`src/rtl/swmmm_pkg.sv`:
```
// Shared types and constants of the sliding-window min/max/mean unit.
`default_nettype none

package swmmm_pkg;

    localparam int          SAMPLE_W            = 32;
    localparam int          WLEN_W              = 7;
    localparam int          COUNT_OUT_W         = 7;
    localparam int          WINDOW_MAX_DEF      = 64;
    localparam logic [6:0]  WINDOW_LENGTH_RESET = 7'd50;

    // register index, taken from paddr[2]
    localparam logic        REG_WINDOW_LENGTH   = 1'b0;

    typedef enum logic [2:0] {
        S_IDLE,
        S_WRITE,
        S_SCAN,
        S_DIV_INIT,
        S_DIVIDE,
        S_DONE
    } t_state;

    typedef struct packed {
        logic accept;    // capture sample, trim the window
        logic write;     // store the sample, start the scan
        logic scan;      // walk the held entries
        logic div_init;  // load the divider
        logic div_step;  // one quotient bit
        logic load_out;  // move result to the output register
    } t_dp_cmd;

    typedef struct packed {
        logic scan_done;
        logic div_last;
        logic out_free;
    } t_dp_stat;

endpackage

`default_nettype wire

```
`src/rtl/swmmm_ctrl.sv`:
```
// Sequencer of the sliding-window unit: trim, write, scan, divide, output.
`default_nettype none

module swmmm_ctrl import swmmm_pkg::*; (
    input  wire logic     i_clk,
    input  wire logic     i_rst_n,
    input  wire logic     i_in_valid,
    output logic          o_in_ready,
    input  wire t_dp_stat i_stat,
    output t_dp_cmd       o_cmd
);

    t_state r_state;
    t_state n_state;

    always_ff @(posedge i_clk) begin
        if (!i_rst_n) begin
            r_state <= S_IDLE;
        end else begin
            r_state <= n_state;
        end
    end

    always_comb begin
        n_state = r_state;
        case (r_state)
            S_IDLE: begin
                if (i_in_valid) n_state = S_WRITE;
            end
            S_WRITE: begin
                n_state = S_SCAN;
            end
            S_SCAN: begin
                if (i_stat.scan_done) n_state = S_DIV_INIT;
            end
            S_DIV_INIT: begin
                n_state = S_DIVIDE;
            end
            S_DIVIDE: begin
                if (i_stat.div_last) n_state = S_DONE;
            end
            S_DONE: begin
                if (i_stat.out_free) n_state = S_IDLE;
            end
            default: begin
                n_state = S_IDLE;
            end
        endcase
    end

    always_comb begin
        o_cmd      = '0;
        o_in_ready = 1'b0;
        case (r_state)
            S_IDLE: begin
                o_in_ready   = 1'b1;
                o_cmd.accept = i_in_valid;
            end
            S_WRITE: begin
                o_cmd.write = 1'b1;
            end
            S_SCAN: begin
                o_cmd.scan = 1'b1;
            end
            S_DIV_INIT: begin
                o_cmd.div_init = 1'b1;
            end
            S_DIVIDE: begin
                o_cmd.div_step = 1'b1;
            end
            S_DONE: begin
                o_cmd.load_out = i_stat.out_free;
            end
            default: begin
                o_cmd = '0;
            end
        endcase
    end

endmodule

`default_nettype wire

```
`src/rtl/swmmm_dp.sv`:
```
// Datapath: ring store, window trim, min/max/sum scan, serial divider, output register.
`default_nettype none

module swmmm_dp import swmmm_pkg::*; #(
    parameter int WINDOW_MAX = WINDOW_MAX_DEF
) (
    input  wire logic                       i_clk,
    input  wire logic                       i_rst_n,
    input  wire t_dp_cmd                    i_cmd,
    output t_dp_stat                        o_stat,
    input  wire logic [WLEN_W-1:0]          i_window_length,
    input  wire logic signed [SAMPLE_W-1:0] i_sample,
    output logic                            o_out_valid,
    input  wire logic                       i_out_ready,
    output logic [SAMPLE_W-1:0]             o_window_max,
    output logic [SAMPLE_W-1:0]             o_window_min,
    output logic [SAMPLE_W-1:0]             o_window_mean,
    output logic [COUNT_OUT_W-1:0]          o_sample_count
);

    localparam int SLOT_W = $clog2(WINDOW_MAX);
    localparam int CNT_W  = $clog2(WINDOW_MAX + 1);
    localparam int SUM_W  = SAMPLE_W + $clog2(WINDOW_MAX);
    localparam int DIV_CW = $clog2(SUM_W);
    localparam int EW     = (CNT_W > WLEN_W) ? CNT_W : WLEN_W;

    logic signed [SAMPLE_W-1:0] mem [WINDOW_MAX];

    logic [SLOT_W-1:0]          r_oldest;
    logic [CNT_W-1:0]           r_held;
    logic signed [SAMPLE_W-1:0] r_sample;
    logic [SLOT_W-1:0]          r_rd_ptr;
    logic [CNT_W-1:0]           r_rd_cnt;
    logic                       r_rd_vld;
    logic signed [SAMPLE_W-1:0] r_mem_q;
    logic                       r_first;
    logic signed [SAMPLE_W-1:0] r_hi;
    logic signed [SAMPLE_W-1:0] r_lo;
    logic signed [SUM_W-1:0]    r_sum;
    logic                       r_neg;
    logic [SUM_W-1:0]           r_quo;
    logic [CNT_W-1:0]           r_rem;
    logic [DIV_CW-1:0]          r_div_cnt;
    logic                       r_out_vld;
    logic [SAMPLE_W-1:0]        r_out_max;
    logic [SAMPLE_W-1:0]        r_out_min;
    logic [SAMPLE_W-1:0]        r_out_mean;
    logic [COUNT_OUT_W-1:0]     r_out_cnt;

    // effective window, clamped to 1..WINDOW_MAX
    logic [EW-1:0]    wl_ext;
    logic [CNT_W-1:0] w_eff;
    logic [CNT_W-1:0] drop;
    logic [SLOT_W:0]  trim_sum;
    logic [SLOT_W:0]  slot_sum;
    logic [SLOT_W-1:0] wr_slot;
    logic             rd_issue;
    logic [SUM_W-1:0] sum_mag;
    logic [CNT_W:0]   rem_sh;
    logic             rem_ge;
    logic [SUM_W-1:0] quo_signed;
    logic [EW-1:0]    held_ext;

    always_comb begin
        wl_ext = EW'(i_window_length);
        if (i_window_length == '0) begin
            w_eff = CNT_W'(1);
        end else if (wl_ext > EW'(WINDOW_MAX)) begin
            w_eff = CNT_W'(WINDOW_MAX);
        end else begin
            w_eff = CNT_W'(wl_ext);
        end
        drop     = r_held - (w_eff - CNT_W'(1));
        trim_sum = {1'b0, r_oldest} + (SLOT_W+1)'(drop);
        slot_sum = {1'b0, r_oldest} + (SLOT_W+1)'(r_held);
        if (slot_sum >= (SLOT_W+1)'(WINDOW_MAX)) begin
            wr_slot = SLOT_W'(slot_sum - (SLOT_W+1)'(WINDOW_MAX));
        end else begin
            wr_slot = SLOT_W'(slot_sum);
        end
        rd_issue   = i_cmd.scan && (r_rd_cnt != r_held);
        sum_mag    = r_sum[SUM_W-1] ? SUM_W'(-r_sum) : SUM_W'(r_sum);
        rem_sh     = {r_rem, r_quo[SUM_W-1]};
        rem_ge     = rem_sh >= {1'b0, r_held};
        quo_signed = r_neg ? (~r_quo + SUM_W'(1)) : r_quo;
        held_ext   = EW'(r_held);
    end

    // control state of the window
    always_ff @(posedge i_clk) begin
        if (!i_rst_n) begin
            r_oldest  <= '0;
            r_held    <= '0;
            r_rd_vld  <= 1'b0;
            r_out_vld <= 1'b0;
        end else begin
            if (i_cmd.accept && (r_held >= w_eff)) begin
                if (trim_sum >= (SLOT_W+1)'(WINDOW_MAX)) begin
                    r_oldest <= SLOT_W'(trim_sum - (SLOT_W+1)'(WINDOW_MAX));
                end else begin
                    r_oldest <= SLOT_W'(trim_sum);
                end
                r_held <= w_eff - CNT_W'(1);
            end else if (i_cmd.write) begin
                r_held <= r_held + CNT_W'(1);
            end
            r_rd_vld <= rd_issue;
            if (i_cmd.load_out) begin
                r_out_vld <= 1'b1;
            end else if (i_out_ready) begin
                r_out_vld <= 1'b0;
            end
        end
    end

    // ring store, one write or one registered read a cycle
    always_ff @(posedge i_clk) begin
        if (i_cmd.write) begin
            mem[wr_slot] <= r_sample;
        end
        if (rd_issue) begin
            r_mem_q <= mem[r_rd_ptr];
        end
    end

    always_ff @(posedge i_clk) begin
        if (i_cmd.accept) begin
            r_sample <= i_sample;
        end

        if (i_cmd.write) begin
            r_rd_ptr <= r_oldest;
            r_rd_cnt <= '0;
            r_first  <= 1'b1;
        end else if (rd_issue) begin
            r_rd_ptr <= (r_rd_ptr == SLOT_W'(WINDOW_MAX - 1)) ? '0 : r_rd_ptr + SLOT_W'(1);
            r_rd_cnt <= r_rd_cnt + CNT_W'(1);
        end

        if (r_rd_vld) begin
            r_first <= 1'b0;
            if (r_first) begin
                r_hi  <= r_mem_q;
                r_lo  <= r_mem_q;
                r_sum <= SUM_W'(r_mem_q);
            end else begin
                if (r_mem_q > r_hi) r_hi <= r_mem_q;
                if (r_mem_q < r_lo) r_lo <= r_mem_q;
                r_sum <= r_sum + SUM_W'(r_mem_q);
            end
        end

        // restoring divide of |sum| by the count, one bit a cycle
        if (i_cmd.div_init) begin
            r_neg     <= r_sum[SUM_W-1];
            r_quo     <= sum_mag;
            r_rem     <= '0;
            r_div_cnt <= '0;
        end else if (i_cmd.div_step) begin
            r_rem     <= rem_ge ? CNT_W'(rem_sh - {1'b0, r_held}) : CNT_W'(rem_sh);
            r_quo     <= {r_quo[SUM_W-2:0], rem_ge};
            r_div_cnt <= r_div_cnt + DIV_CW'(1);
        end

        if (i_cmd.load_out) begin
            r_out_max  <= r_hi;
            r_out_min  <= r_lo;
            r_out_mean <= quo_signed[SAMPLE_W-1:0];
            r_out_cnt  <= held_ext[COUNT_OUT_W-1:0];
        end
    end

    always_comb begin
        o_stat.scan_done = (r_rd_cnt == r_held) && !r_rd_vld;
        o_stat.div_last  = (r_div_cnt == DIV_CW'(SUM_W - 1));
        o_stat.out_free  = !r_out_vld || i_out_ready;
    end

    assign o_out_valid    = r_out_vld;
    assign o_window_max   = r_out_max;
    assign o_window_min   = r_out_min;
    assign o_window_mean  = r_out_mean;
    assign o_sample_count = r_out_cnt;

    a_held_in_range: assert property (@(posedge i_clk) disable iff (!i_rst_n)
        r_held <= CNT_W'(WINDOW_MAX))
        else $error("held count above window maximum");

    a_oldest_in_range: assert property (@(posedge i_clk) disable iff (!i_rst_n)
        r_oldest <= SLOT_W'(WINDOW_MAX - 1))
        else $error("oldest slot outside the store");

    a_write_holds_one: assert property (@(posedge i_clk) disable iff (!i_rst_n)
        i_cmd.write |=> (r_held != '0) && (r_held <= w_eff))
        else $error("held count wrong after write");

    a_load_when_free: assert property (@(posedge i_clk) disable iff (!i_rst_n)
        i_cmd.load_out |-> (!r_out_vld || i_out_ready))
        else $error("result overwritten before transfer");

endmodule

`default_nettype wire

```
`src/rtl/sliding_window_min_max_mean_unit.sv`:
```
// Top level of the sliding-window min/max/mean unit: APB register, sequencer, datapath.
//
// Input stream s_axis_*: one signed 32-bit latency sample per transfer.
// Output stream m_axis_*: one result per sample: window max, min, mean
// (sum / count truncated toward zero) and the number of samples held.
// APB register window_length (byte address 0) sets how many recent samples
// are kept; zero acts as one, values above WINDOW_MAX as WINDOW_MAX.
// Write it only while no sample is in flight.
// Per sample the unit goes through a trim, a store write, a scan over the
// ring memory (one registered read a cycle), a divider load, the
// bit-serial divider and an output load. One sample is worked on at a
// time; s_axis_tready is high only while the sequencer is idle.
// A finished result sits in the output register; the next sample is taken
// meanwhile and waits at the end of its divide until that result is
// transferred. Reset (synchronous, active low) empties the window and sets
// window_length to 50; the store contents need no clearing.
`default_nettype none

module sliding_window_min_max_mean_unit import swmmm_pkg::*; #(
    parameter int WINDOW_MAX = WINDOW_MAX_DEF
) (
    input  wire logic         i_clk,
    input  wire logic         i_rst_n,
    input  wire logic         s_axis_tvalid,
    output logic              s_axis_tready,
    input  wire logic [31:0]  s_axis_tdata,   // [31:0] sample_delay
    output logic              m_axis_tvalid,
    input  wire logic         m_axis_tready,
    // [31:0] window_max, [63:32] window_min, [95:64] window_mean,
    // [102:96] sample_count, [103] zero
    output logic [103:0]      m_axis_tdata,
    input  wire logic         psel,
    input  wire logic         penable,
    input  wire logic         pwrite,
    input  wire logic [2:0]   paddr,
    input  wire logic [31:0]  pwdata,
    output logic [31:0]       prdata,
    output logic              pready
);

    logic [WLEN_W-1:0]      r_window_length;
    t_dp_cmd                cmd;
    t_dp_stat               stat;
    logic [SAMPLE_W-1:0]    window_max;
    logic [SAMPLE_W-1:0]    window_min;
    logic [SAMPLE_W-1:0]    window_mean;
    logic [COUNT_OUT_W-1:0] sample_count;

    assign pready = 1'b1;

    always_ff @(posedge i_clk) begin
        if (!i_rst_n) begin
            r_window_length <= WINDOW_LENGTH_RESET;
        end else if (psel && penable && pwrite && pready
                     && (paddr[2] == REG_WINDOW_LENGTH)) begin
            r_window_length <= pwdata[WLEN_W-1:0];
        end
    end

    assign prdata = (paddr[2] == REG_WINDOW_LENGTH) ? {25'd0, r_window_length} : 32'd0;

    swmmm_ctrl u_ctrl (
        .i_clk      (i_clk),
        .i_rst_n    (i_rst_n),
        .i_in_valid (s_axis_tvalid),
        .o_in_ready (s_axis_tready),
        .i_stat     (stat),
        .o_cmd      (cmd)
    );

    swmmm_dp #(
        .WINDOW_MAX (WINDOW_MAX)
    ) u_dp (
        .i_clk           (i_clk),
        .i_rst_n         (i_rst_n),
        .i_cmd           (cmd),
        .o_stat          (stat),
        .i_window_length (r_window_length),
        .i_sample        (s_axis_tdata),
        .o_out_valid     (m_axis_tvalid),
        .i_out_ready     (m_axis_tready),
        .o_window_max    (window_max),
        .o_window_min    (window_min),
        .o_window_mean   (window_mean),
        .o_sample_count  (sample_count)
    );

    assign m_axis_tdata = {1'b0, sample_count, window_mean, window_min, window_max};

endmodule

`default_nettype wire
```
`config.mk`:
```
export PLATFORM = sky130hd
export DESIGN_NAME = sliding_window_min_max_mean_unit
export DESIGN_NICKNAME = d
export VERILOG_FILES = /design/src/rtl/swmmm_pkg.sv /design/src/rtl/swmmm_ctrl.sv /design/src/rtl/swmmm_dp.sv /design/src/rtl/sliding_window_min_max_mean_unit.sv
export SDC_FILE = /design/constraint.sdc
export NUM_CORES = 2
export LEC_CHECK = 0
export BUFFER_PORTS_ARGS = -buffer_cell sky130_fd_sc_hd__buf_2
export CORE_UTILIZATION = 62
export DETAILED_ROUTE_END_ITERATION = 10
export GPL_TIMING_DRIVEN = 0
export PLACE_DENSITY_LB_ADDON = 0.2
export SYNTH_ARGS = -nofsm -noshare
export SYNTH_HDL_FRONTEND = slang
export SYNTH_HIERARCHICAL = 1
export SYNTH_SLANG_ARGS = --single-unit
```
`constraint.sdc`:
```
create_clock -name i_clk -period 14.34 [get_ports i_clk]
set_input_delay 2.151 -clock i_clk [delete_from_list [all_inputs] [get_ports i_clk]]
set_output_delay 2.151 -clock i_clk [all_outputs]
set_load 0.02 [all_outputs]
```
Word-level counts from Yosys, hierarchy flattened
Memories as Yosys holds them, arrays and structs flattened. A register that Yosys moved wholly into a read port is not among the register bits.
Cells that the tools add are included.
{"block": "totals", "elab_cells": 114, "out_inout_bits": 139, "ff_bits": 328, "inputBits": 74, "latch_bits": 0, "mem_bits_rw": 2048, "mem_count": 1, "romBits": 0}
{"name": "u_dp.mem", "words": 64, "word_bits": 32, "read_ports": 1, "rd_clocked_by_memory_dff": 1, "wr": 1, "line": "swmmm_dp.sv:27", "text": "logic signed [SAMPLE_W-1:0] mem [WINDOW_MAX];"}
{"block": "classes", "mul": 0, "shifts": 0, "eq_ne": 13, "n_addsub": 14, "mux": 36, "div": 0, "n_reduce_logical": 20, "order_cmp": 7, "bitwise_logic": 2}
{"op": "$mux W32", "count": 5}
{"op": "$mux W38", "count": 4}
{"op": "$mux W7", "count": 6}
{"op": "$add A38 B32 Y38", "count": 1}
{"op": "$neg A38 Y38", "count": 1}
{"op": "$add A32 B1 Y32 const B", "count": 1}
{"op": "$gt A32 B32 Y1", "count": 1}
{"op": "$lt A32 B32 Y1", "count": 1}
{"op": "$not A32 Y32", "count": 1}
{"op": "$mux W6", "count": 5}
{"op": "$pmux W3 S6", "count": 1}
{"op": "$add A6 B7 Y7", "count": 2}
{"op": "$add A7 B1 Y7 const B", "count": 2}
{"op": "$ge A7 B7 Y1 const B", "count": 2}
{"op": "$sub A7 B7 Y7", "count": 2}
{"op": "$add A6 B1 Y6 const B", "count": 2}
{"op": "$eq A6 B6 Y1 const B", "count": 2}
{"op": "$mux W3", "count": 4}
{"op": "$reduce_bool A2 Y1", "count": 6}
{"op": "$sub A6 B1 Y6 const B", "count": 2}
{"op": "$mux W1", "count": 11}
{"op": "$ge A8 B7 Y1", "count": 1}
{"op": "$eq A7 B7 Y1", "count": 1}
{"op": "$ge A7 B7 Y1", "count": 1}
{"op": "16 further kinds", "count": 27}

Logic depth before layout (Yosys ltp)
{"block": "depth", "depth_word": 8, "mapped_depth": 15, "mapped_depth_nobuf": 15}

Modules after synthesis
Netlist, hierarchy kept.
{"module": "swmmm_dp", "cells_each": 5307, "area_each_um2": 96631.4, "seq_area_each_um2": 71648.7, "n_inst": 1}
{"module": "sliding_window_min_max_mean_unit", "cells_each": 67, "area_each_um2": 574.3, "seq_area_each_um2": 140.1, "n_inst": 1}
{"module": "swmmm_ctrl", "cells_each": 25, "area_each_um2": 226.5, "seq_area_each_um2": 60.1, "n_inst": 1}

Worst setup path after synthesis
No wires, ideal clock.
{"block": "synth_timing", "kind": "input port to flip-flop", "start": "input m_axis_tready", "end": "register u_dp.r_out_cnt[0] (netlist: u_dp/o_sample_count[0]), enable pin", "t_required_ps": 13626, "path_buffers": 0, "setup_ps": 714, "cell_stages": 3, "slack_ps": 3777, "t_arrival_ps": 9849, "cell_sequence": "nand2b_1 -> nand2_1 -> nor3b_1"}
{"element": "from (decl)", "line": "sliding_window_min_max_mean_unit.sv:28", "text": "input wire logic m_axis_tready,"}
{"element": "to (signal assigned)", "line": "swmmm_dp.sv:169", "text": "r_out_cnt <= held_ext[COUNT_OUT_W-1:0];"}
{"element": "to (decl)", "line": "swmmm_dp.sv:48", "text": "logic [COUNT_OUT_W-1:0] r_out_cnt;"}

==> metrics.txt <==
outcome finished, violations left; failing checks max-capacitance violations, max-slew violations; crit path kind reg -> reg; area share of the largest cell type after synthesis between 70% and 80%; fmax 185 MHz; pin count of the biggest net entering global routing 40; Top-Level Pins 213; Final nets ~6200; total power ~18 mW; fraction of final layout cells sized beyond drive strength 1 between 10% and 20%; CTS tree done; via-per-instance ratio 6.82; Layout Utilization approximately 70%; setup TNS 0 ns; # hold bufs at CTS 0; final clock skew 0.0466 ns; I/O Buffers 158; 1st-pass router iterations 7; count leader, synth edfxtp_1; Initial Util about 62%; final max-slew violation count 34; nature of the critical path startpoint flip-flop; post-CTS resize count 0; final hold vios 0; ANT nets after route 0; HP Class reg -> reg; crit end category flip-flop; area leader, netlist edfxtp_1; min cycle time layout around 5.4 ns; WP data required ~15 ns; max_cap viols 3; Post-synth ARST share 0%; Iteration-0 DRC Markers roughly 8100; RSZ-0062 raised after global routing no; Netlist cell types 82; Reg area 71900 µm²; first-pass GRT wire length 386000 µm; RR Startpoint u_dp/r_rd_ptr[1]$_DFFE_PP_; ranking of synthesized cells by area edfxtp_1 73%, mux4_2 7.3%, mux2i_1 4.9%; clk_lat worst skew 0.87 ns; fin crit share 37.6%; final setup margin 8.95 ns; Hold Slack 0.445 ns; Design Area, Final 112000 µm²; # fillers 9120; critical path arrival 6.11 ns; multi-input logic area 24500 µm²; Clock Path Buffers 3; Worst Tran Pin Value 1.60 ns; Routed WL 277000 µm; Residual DRC 0; PD cells between 150 and 200 nW/µm²; flop-to-flop setup slack approximately 8.9 ns; Reg clk slew, reported paths 0.06 ns; synthesis-stage register bit count 2408; Die Footprint 159000 µm²; Site Rows 145; Die Y 398 µm; placed cells 7796; worst setup path endpoint u_dp/r_mem_q[22]$_DFFE_PP_; Post-CTS Setup Bufs 0; H-Tree Depth 4; Slew HR -6.91%; vias in the first global route 54682; Worst Path Max Fanout 13; Layout area overhead 15.3%; Worst R2R Path Depth 7; routability cong. ~0.96; Final setup viols 0; r2r endpoint u_dp/r_mem_q[22]$_DFFE_PP_; routed len/inst 33.6 µm; gr ovfl total 0; Max VDD drop 0.141 mV; initial antenna violation count 33; synth warn 6; Post-synth top cells 2362 x edfxtp_1, 480 x mux2i_1, 314 x mux4_2, 235 x nand2_1, 230 x a21oi_1; Post-Syn Area per Cell 18.0 µm²; root buffer cell clkbuf_16; Mapped Area 97400 µm²; Synth Instances 5399; dpl ws 9.36 ns; Synth Flop Type edfxtp_1; total CTS buffers 229; register area share after synthesis 73.7%; Lkg Pwr ~38 nW; Post-synth EDFFs between 2000 and 2500; HPWL Detailed 188000 µm; gr usage total 34.9%; Layout Cells excl Fill 8239; CTS sink cnt roughly 2400; crit path from u_dp/r_rd_ptr[1]$_DFFE_PP_; vias 56213; Die X 398 µm; dpl cell area ~100000 µm²; core area 156000 µm²
worst min path at each step:
stage	from	end	slack [ns]	cells past startpoint
2_1_floorplan	u_dp/r_lo[0]$_DFFE_PP_	u_dp/o_window_min[0]$_DFFE_PP_	0.42	0
3_3_place_gp	u_dp/r_hi[26]$_DFFE_PP_	u_dp/o_window_max[26]$_DFFE_PP_	0.44	0
3_5_place_dp	u_dp/r_lo[3]$_DFFE_PP_	u_dp/o_window_min[3]$_DFFE_PP_	0.43	0
4_1_cts	u_dp/r_lo[25]$_DFFE_PP_	u_dp/o_window_min[25]$_DFFE_PP_	0.45	0
5_1_grt	u_dp/r_lo[25]$_DFFE_PP_	u_dp/o_window_min[25]$_DFFE_PP_	0.45	0
6_report	u_dp/r_lo[25]$_DFFE_PP_	u_dp/o_window_min[25]$_DFFE_PP_	0.45	0
sequential cells by signal, indices dropped and copies added (netlist names), 32 cells and up:
signal,cells
u_dp/r_hi,32
u_dp/r_mem_q,32
u_dp/o_window_mean,32
u_dp/o_window_min,32
u_dp/r_lo,32
u_dp/r_quo,38
u_dp/r_sample,32
u_dp/r_sum,38
u_dp/mem,2048
u_dp/o_window_max,32
kinds of logic after synthesis:
| group | count (synthesis) | share of synthesized area (%) |
|---|---|---|
| flip-flops | 2408 | 73.7 |
| AO/OA/AOI/OAI | 879 | 6.15 |
| adder cells (fa/ha/maj) | 141 | 1.87 |
| multiplexers | 798 | 12.2 |
| AND/OR/NAND/NOR | 620 | 2.98 |
| other | 2 | 0.00771 |
| buffers and inverters | 412 | 1.76 |
| XOR/XNOR | 139 | 1.25 |
layout by cell type, fill, tap and decap left out, types with 64 or more instances in the layout:
cell type,Yosys,routed
buf_16,0,69
ha_1,133,133
buf_2,28,187
buf_12,0,66
o221ai_1,228,228
xnor2_1,78,78
nor2_1,177,113
edfxtp_1,2362,2362
nand2_1,235,235
o22ai_1,118,118
a21oi_1,230,230
clkbuf_16,0,229
mux2i_1,480,480
inv_1,119,119
buf_1,74,73
o21ai_0,107,107
clkbuf_1,157,197
mux4_2,314,314
nor2_4,0,64
cell type report:
type | instances | area share, %
plain buffers | 291 | 1.13
clock inverters | 153 | 1.28
inverters | 121 | 0.404
well taps | 2058 | 2.29
flip-flops and latches | 2408 | 64.0
diodes | 14 | 0.0312
repair buffers | 317 | 3.86
clock buffers | 273 | 5.25
multi-input cells | 2604 | 21.8
report_power, final:
group / total (mW) / internal (mW) / switching [mW]
clock network: 5.94 / 3.33 / 2.61
registers: 8.21 / 8.05 / 0.161
logic: 4.09 / 1.36 / 2.73
worst max-delay path: stages (launching register included):
cell and delay, ns:
edfxtp_1 0.51, clkbuf_1 0.97, clkbuf_2 0.81, buf_1 1.00, mux4_2 0.44, o22ai_1 0.08
a21oi_1 0.98, mux4_2 0.44
metal layers:
| metal | wire length (µm) | share of wire [%] | up-vias | GRT usage, % |
|---|---|---|---|---|
| met4 | 17900 | 6.5 | 18 | 19.0 |
| met2 | 129000 | 47 | 3994 | 54.7 |
| met1 | 94400 | 34 | 28327 | 45.0 |
| met5 | 126 | 0.046 | - | 0 |
| met3 | 35100 | 13 | 780 | 9.29 |
| li1 | - | - | 23094 | - |
Power figures use the tool's default switching activity.
